--- src/sv/assert_macros.svh ---
// ---------------------------------------------------------------------------
// assert_macros.svh
// Clocked assertion macros shared by the RTL. They reduce to nothing when
// SYNTHESIS is defined.
// ---------------------------------------------------------------------------
`ifndef ASSERT_MACROS_SVH
`define ASSERT_MACROS_SVH

`ifndef SYNTHESIS

// Same-cycle implication, disabled while reset is high
`define ASSERT_IMPLY(lbl, clk, rst, ante, cons) \
  lbl: assert property (@(posedge clk) disable iff (rst) (ante) |-> (cons)) \
    else $error("assertion failed: implication");

// Next-cycle implication, disabled while reset is high
`define ASSERT_NEXT(lbl, clk, rst, ante, cons) \
  lbl: assert property (@(posedge clk) disable iff (rst) (ante) |=> (cons)) \
    else $error("assertion failed: next-cycle implication");

`else

`define ASSERT_IMPLY(lbl, clk, rst, ante, cons)
`define ASSERT_NEXT(lbl, clk, rst, ante, cons)

`endif

`endif

--- src/sv/pns_pkg.sv ---
// ---------------------------------------------------------------------------
// pns_pkg
// Shared constants, codes and control structs of the path normaliser.
// ---------------------------------------------------------------------------
package pns_pkg;

  // Sizing
  localparam int RING_DEPTH = 16;
  localparam int MAX_LEN    = 4096;
  localparam int CNT_W      = $clog2(RING_DEPTH);
  localparam int POS_W      = $clog2(MAX_LEN);
  localparam int LEN_W      = $clog2(MAX_LEN + 1);

  // Characters of interest
  localparam logic [7:0] CH_SLASH  = 8'h2F;
  localparam logic [7:0] CH_BSLASH = 8'h5C;
  localparam logic [7:0] CH_DOT    = 8'h2E;
  localparam logic [7:0] CH_UPPER_A = 8'h41;
  localparam logic [7:0] CH_UPPER_Z = 8'h5A;
  localparam logic [7:0] CASE_OFFSET = 8'h20;

  // Result action codes
  typedef enum logic [1:0] {
    ACT_DROP   = 2'd0,
    ACT_WRITE  = 2'd1,
    ACT_REWIND = 2'd2
  } action_t;

  // Shift mode of the split-point chain
  typedef enum logic [1:0] {
    RING_HOLD = 2'd0,
    RING_PUSH = 2'd1,
    RING_POP  = 2'd2
  } ring_op_t;

  // Control from the decision logic to the chain
  typedef struct packed {
    ring_op_t         op;
    logic [POS_W-1:0] data;
    logic             clear;
  } ring_ctrl_t;

  // Status from the chain to the decision logic
  typedef struct packed {
    logic [POS_W-1:0] below_top;
    logic [CNT_W-1:0] count;
  } ring_stat_t;

endpackage

--- src/sv/pns_cell.sv ---
// ---------------------------------------------------------------------------
// pns_cell
// One slot of the split-point chain. Takes the value of its upper neighbour
// on a push, of its lower neighbour on a pop, and holds otherwise.
// ---------------------------------------------------------------------------
module pns_cell (
  input  logic                    clk,
  input  pns_pkg::ring_op_t       op,
  input  logic [pns_pkg::POS_W-1:0] from_prev,
  input  logic [pns_pkg::POS_W-1:0] from_next,
  output logic [pns_pkg::POS_W-1:0] value
);
  import pns_pkg::*;

  // Slot contents are undefined until written, so no reset
  always_ff @(posedge clk) begin
    unique case (op)
      RING_PUSH: value <= from_prev;
      RING_POP:  value <= from_next;
      default:   value <= value;
    endcase
  end

endmodule

--- src/sv/pns_ring.sv ---
// ---------------------------------------------------------------------------
// pns_ring
// Folder split-point ring built as a rotating chain of cells. Cell k holds
// the entry k places below the ring head, so a push or pop is one shift.
// The fill count stands in for the head/tail pointer pair.
// ---------------------------------------------------------------------------
module pns_ring (
  input  logic                clk,
  input  logic                rst,
  input  pns_pkg::ring_ctrl_t ctrl,
  output pns_pkg::ring_stat_t stat
);
  import pns_pkg::*;

  logic [POS_W-1:0] cell_q [RING_DEPTH];
  logic [CNT_W-1:0] count;
  logic [CNT_W-1:0] count_next;

  // Row of cells, closed into a loop; the head cell takes fresh data on push
  for (genvar k = 0; k < RING_DEPTH; k++) begin : g_cell
    logic [POS_W-1:0] prev_val;
    if (k == 0) begin : g_head
      assign prev_val = ctrl.data;
    end else begin : g_body
      assign prev_val = cell_q[k-1];
    end
    pns_cell u_cell (
      .clk       (clk),
      .op        (ctrl.op),
      .from_prev (prev_val),
      .from_next (cell_q[(k + 1) % RING_DEPTH]),
      .value     (cell_q[k])
    );
  end

  // Fill count: saturates on push, wraps below zero on pop
  always_comb begin
    count_next = count;
    unique case (ctrl.op)
      RING_PUSH: begin
        if (count != CNT_W'(RING_DEPTH - 1)) count_next = count + CNT_W'(1);
      end
      RING_POP: begin
        if (count == '0) count_next = CNT_W'(RING_DEPTH - 1);
        else             count_next = count - CNT_W'(1);
      end
      default: count_next = count;
    endcase
  end

  always_ff @(posedge clk) begin
    if (rst || ctrl.clear) begin
      count <= '0;
    end else begin
      count <= count_next;
    end
  end

  // A pop reads the entry just below the head
  assign stat.below_top = cell_q[1];
  assign stat.count     = count;

endmodule

--- src/sv/path_normalizer_stream_top.sv ---
// A result is registered and presented in the cycle after its input transaction.
// Throughput: one byte per cycle while the output register is not stalled; the
// write position and split-point chain update in the accept cycle, so consecutive bytes follow back to back.
// Reset (rst, synchronous) clears the write position, the ring fill count,
// the slash and skip flags and the output valid; a byte marked last clears all
// but the output valid on acceptance. Split-point cells are not cleared.
// ---------------------------------------------------------------------------
// path_normalizer_stream_top
// Streaming file path normaliser, one path byte per transaction, with two
// bytes of lookahead and a registered output stage.
// ---------------------------------------------------------------------------
`include "assert_macros.svh"

module path_normalizer_stream_top (
  input  logic                        clk,
  input  logic                        rst,
  // Input channel
  input  logic                        in_valid,
  output logic                        in_stall,
  input  logic [7:0]                  cur_char,
  input  logic [7:0]                  next_char,
  input  logic                        next_valid,
  input  logic [7:0]                  after_char,
  input  logic                        after_valid,
  input  logic                        last_char,
  // Output channel
  output logic                        out_valid,
  input  logic                        out_stall,
  output pns_pkg::action_t            action,
  output logic [pns_pkg::POS_W-1:0]   position,
  output logic [7:0]                  out_char,
  output logic [pns_pkg::LEN_W-1:0]   length,
  output logic                        overflow,
  output logic                        last
);
  import pns_pkg::*;

  logic             accept;
  logic [LEN_W-1:0] write_pos;
  logic [LEN_W-1:0] write_pos_next;
  logic             prev_was_slash;
  logic             prev_was_slash_next;
  logic             skip_next;
  logic             skip_next_next;

  logic [7:0]       cur_conv;
  logic             slash;
  logic             sep_nxt;
  logic             sep_aft;
  logic             take_write;
  ring_op_t         op_sel;
  action_t          act_sel;
  logic [POS_W-1:0] pos_sel;
  logic [7:0]       ch_sel;
  logic             ovf_sel;

  ring_ctrl_t       rctrl;
  ring_stat_t       rstat;

  // Output register frees the input side whenever it is empty or draining
  assign in_stall = out_valid && out_stall;
  assign accept   = in_valid && !in_stall;

  // Character classification
  assign cur_conv = (cur_char == CH_BSLASH) ? CH_SLASH : cur_char;
  assign slash    = (cur_conv == CH_SLASH);
  assign sep_nxt  = (next_char == CH_SLASH) || (next_char == CH_BSLASH);
  assign sep_aft  = (after_char == CH_SLASH) || (after_char == CH_BSLASH);

  // Per-byte decision
  always_comb begin
    write_pos_next      = write_pos;
    prev_was_slash_next = prev_was_slash;
    skip_next_next      = skip_next;
    take_write          = 1'b0;
    op_sel              = RING_HOLD;
    act_sel             = ACT_DROP;
    pos_sel             = '0;
    ch_sel              = '0;
    ovf_sel             = 1'b0;

    if (skip_next) begin
      // second dot of a parent segment
      skip_next_next = 1'b0;
    end else begin
      take_write = 1'b1;
      priority if (prev_was_slash && slash) begin
        take_write = 1'b0;
      end else if (prev_was_slash && cur_conv == CH_DOT && (!next_valid || sep_nxt)) begin
        take_write = 1'b0;
      end else if (prev_was_slash && cur_conv == CH_DOT && next_char == CH_DOT &&
                   (!after_valid || sep_aft)) begin
        // parent segment: pop always, rewind unless the fill count is one
        op_sel = RING_POP;
        if (rstat.count != CNT_W'(1)) begin
          take_write     = 1'b0;
          write_pos_next = {1'b0, rstat.below_top} + LEN_W'(1);
          skip_next_next = 1'b1;
          act_sel        = ACT_REWIND;
        end
      end else begin
        take_write = 1'b1;
      end

      if (take_write) begin
        if (write_pos >= LEN_W'(MAX_LEN)) begin
          ovf_sel = 1'b1;
        end else begin
          if (slash) op_sel = RING_PUSH;
          act_sel        = ACT_WRITE;
          pos_sel        = write_pos[POS_W-1:0];
          ch_sel         = (cur_conv >= CH_UPPER_A && cur_conv <= CH_UPPER_Z) ?
                           cur_conv + CASE_OFFSET : cur_conv;
          write_pos_next = write_pos + LEN_W'(1);
        end
        prev_was_slash_next = slash;
      end
    end
  end

  // Split-point chain
  assign rctrl.op    = accept ? op_sel : RING_HOLD;
  assign rctrl.data  = write_pos[POS_W-1:0];
  assign rctrl.clear = accept && last_char;

  pns_ring u_ring (
    .clk  (clk),
    .rst  (rst),
    .ctrl (rctrl),
    .stat (rstat)
  );

  // Path state, cleared after the final byte of a path
  always_ff @(posedge clk) begin
    if (rst) begin
      write_pos      <= '0;
      prev_was_slash <= 1'b0;
      skip_next      <= 1'b0;
    end else if (accept) begin
      if (last_char) begin
        write_pos      <= '0;
        prev_was_slash <= 1'b0;
        skip_next      <= 1'b0;
      end else begin
        write_pos      <= write_pos_next;
        prev_was_slash <= prev_was_slash_next;
        skip_next      <= skip_next_next;
      end
    end
  end

  // Output valid
  always_ff @(posedge clk) begin
    if (rst) begin
      out_valid <= 1'b0;
    end else if (accept) begin
      out_valid <= 1'b1;
    end else if (!out_stall) begin
      out_valid <= 1'b0;
    end
  end

  // Output payload
  always_ff @(posedge clk) begin
    if (accept) begin
      action   <= act_sel;
      position <= pos_sel;
      out_char <= ch_sel;
      length   <= write_pos_next;
      overflow <= ovf_sel;
      last     <= last_char;
    end
  end

  // Checks
  `ASSERT_NEXT(a_skip_drops, clk, rst, accept && skip_next, out_valid && action == ACT_DROP)
  `ASSERT_NEXT(a_rewind_arms_skip, clk, rst, accept && act_sel == ACT_REWIND && !last_char, skip_next)
  `ASSERT_IMPLY(a_write_length, clk, rst, out_valid && action == ACT_WRITE, length == {1'b0, position} + LEN_W'(1))
  `ASSERT_IMPLY(a_rewind_nonzero, clk, rst, out_valid && action == ACT_REWIND, length != '0)

endmodule

--- config.mk ---
export PLATFORM = sky130hd
export DESIGN_NAME = path_normalizer_stream_top
export DESIGN_NICKNAME = d
export VERILOG_FILES = /design/src/sv/pns_pkg.sv /design/src/sv/pns_cell.sv /design/src/sv/pns_ring.sv /design/src/sv/path_normalizer_stream_top.sv
export VERILOG_INCLUDE_DIRS = /design/src /design/src/sv
export SDC_FILE = /design/constraint.sdc
export NUM_CORES = 1
export LEC_CHECK = 0
export ABC_AREA = 1
export ABC_CLOCK_PERIOD_IN_PS = 5800
export BUFFER_PORTS_ARGS = -buffer_cell sky130_fd_sc_hd__buf_2
export CORE_MARGIN = 1.5
export CORE_UTILIZATION = 35
export CTS_CLUSTER_SIZE = 10
export DETAILED_ROUTE_END_ITERATION = 8
export PLACE_DENSITY_LB_ADDON = 0.05
export SETUP_SLACK_MARGIN = 0.1
export SYNTH_ARGS = -nofsm -noshare
export SYNTH_HDL_FRONTEND = slang
export SYNTH_HIERARCHICAL = 1
export SYNTH_SLANG_ARGS = --single-unit
--- constraint.sdc ---
create_clock -name clk -period 5.8 [get_ports clk]
set_clock_uncertainty 0.1 [all_clocks]
set_input_delay 0.29 -clock clk [delete_from_list [all_inputs] [get_ports clk]]
set_output_delay 0.29 -clock clk [all_outputs]
set_load 0.1 [all_outputs]
==> qor.yml <==
path_class: "in -> reg"
leakagePower_nw: 5.92
ys.flop_type: "edfxtp_1"
synth_async_sr_flop_share_pct: 0
ys_seq_area_share_pct: 59.3
core-area_mm2: 0.0345
num_vias: 8923
yosysTopAreaCellShare_pct: 56.0
cts_max_level: 1
setup_violations: 0
synthesis.area_mm2: 0.0123
cp.arrival_ns: 3.63
yosysWarnings: 6
clk_pin_slew_ns: 0.05
first_global_vias: 8991
rsz0062_at_grt: "no"
synth_fp_nets: 1412
drt-total-wl_um: 32100
final.period_utilization_pct: 58.9
ir_drop_mv: 0.212
drt_first_iter_violations: 531
yosysUniqueCellTypes: 40
worstHoldPathCells: 2
placed_area_mm2: 0.0128
cts.repair.resized: 0
antenna_found_initial: 0
syn_inst: 1359
cts_num_sinks: 249
finalCriticalPeriod_ns: 3.42
cts-buffers-inserted: 30
clockRootBuffer: "clkbuf_16"
chipHeight_um: 190
power_density_mw_per_mm2: 277
viasPerCell: 4.71
drt.antenna.violating_nets: 0
grt_usage_pct: 18.1
post_cts_buffers: 0
initial_utilization_pct: 35.5
hold_violations: 0
io_pins: 70
grt_pass1_wl_um: 50500
reg2reg_depth: 10
n_antenna_cell: 0
ys_top_cells_by_area: "edfxtp_1, nand2_1, dfxtp_1"
gp_congestion: 0.771
end_kind: "register"
status: "complete, no violations"
final_net_count: 1477
cts_tree: "done"
timing.slew.headroom_pct: 25.8
clock_path_buffers: 3
overflow: 0
layout_common_cells: "nand2_1, edfxtp_1, inv_1"
critPathLaunchType: "primary input"
crit_required_ns: 6.01
final_cell_area_mm2: 0.0137
grt_max_degree: 39
maxSlewViolCount: 0
drc: 0
hold_path_class: "in -> reg"
wl_per_cell_um: 16.9
portBuffers: 69
fmax_mhz: 293
drive_gt1_share_pct: 10.6
dpl.hpwl_um: 23000
synth_seq_cells: 249
max_slew.worst_pin.slew_ns: 1.11
fin_tns_setup_ns: 0
drt_first_pass_iters: 6
die_w_um: 190
dieArea_mm2: 0.0362
layout_commonest_cell: "nand2_1"
ctsHoldBuffers: 7
path_max_fanout: 17
max_cap_viol_count: 0
synth_largest_area_cell: "edfxtp_1"
synth.avg_cell_area_um2: 9.03
rows: 68
synth_edf_count: 229
syn_to_final_growth_pct: 11.9
clkLatencyLatePin_ns: 0.57
## power by group
part | internal, W | switching (W) | total, W | leakage [nW]
logic | 0.0000303 | 0.000141 | 0.000171 | 3.27
registers | 0.00195 | 0.00000709 | 0.00196 | 2.24
clock network | 0.000952 | 0.000725 | 0.00168 | 0.405
## path summary, 6_finish.rpt
kind                                              startpoint                                    endpoint  slack, ns
worst max register to register  u_ring/count[0]$_SDFFE_PP0P_  u_ring/g_cell[5].u_cell/value[3]$_DFFE_PP_       2.53
worst max-delay path                             cur_char[5]  u_ring/g_cell[9].u_cell/value[0]$_DFFE_PP_       2.38
worst min-delay path                                     rst                   write_pos[4]$_SDFFE_PP0P_       0.04
worst min register to register    write_pos[12]$_SDFFE_PP0P_                  write_pos[12]$_SDFFE_PP0P_       0.40
## cell families (layout without fill, tap and decap cells)
kind of cell             Yosys count  count (layout)  share of synthesized area (%)
AO/OA/AOI/OAI                     45              45                           2.09
XOR/XNOR                          16              16                           1.14
adder cells (fa/ha/maj)           22              22                           2.24
buffers and inverters            160             239                           6.84
flip-flops                       249             249                           59.3
AND/OR/NAND/NOR                  867             867                           28.4
## flip-flops by register name (all words and copies together), names as in the netlist, 2 cells and up
register	count
length	13
u_ring/g_cell.u_cell/value	192
action	2
out_char	8
position	12
u_ring/count	4
write_pos	13
## area by class of cell
cell class	instances	area, um2
inverter	113	428
sequential	249	7280
clock buffer	42	806
timing repair buffer	80	445
fill	3587	20800
tap	455	569
clock inverter	4	33.8
multi-input combinational	950	4180
## per-layer routing
layer,vias to the layer above,track usage (%),part of all wire (%)
met5,-,0,0
met4,0,5.91,3.2
met3,59,2.80,4.0
met2,201,30.6,48
met1,4164,23.6,45
li1,4499,-,-
## Yosys cell counts, types with 19 or more instances
cell type    n
nand2_1    710
edfxtp_1   229
inv_1       87
nor2_1      52
nand3_1     43
a21oi_1     24
ha_1        22
buf_6       20
dfxtp_1     20
nand4_1     20
buf_4       19
inv_2       19
## worst max-delay path, stage by stage
cell,delay (ns)
dlygate4sd3_1,0.53
buf_2,0.13
inv_2,0.07
nand2_1,0.08
nor2_2,0.15
nand2_4,0.10
nand2_2,0.09
nand3_1,0.10
nor2_2,0.12
nand3_2,0.32
nand3_4,0.34
nor4_2,0.07
buf_4,0.23
inv_1,0.08
ha_1,0.49
inv_2,0.23
nand2_1,0.12
nand2_1,0.06
## metrics by stage
step                      instances  util, %  setup slack [ns]  total power (W)  hold WS [ns]
final                          1893     39.8              2.38          0.00381        0.0380
after global routing           1893     39.8              2.09          0.00394        0.0306
after CTS                      1893     39.8              2.39          0.00387        0.0106
after detailed placement       1840     37.1              2.33          0.00217         0.388
after global placement         1840     37.1              2.36          0.00217         0.381
after floorplan                1359        -             0.285          0.00213         0.289
Power figures use the tool's default switching activity.
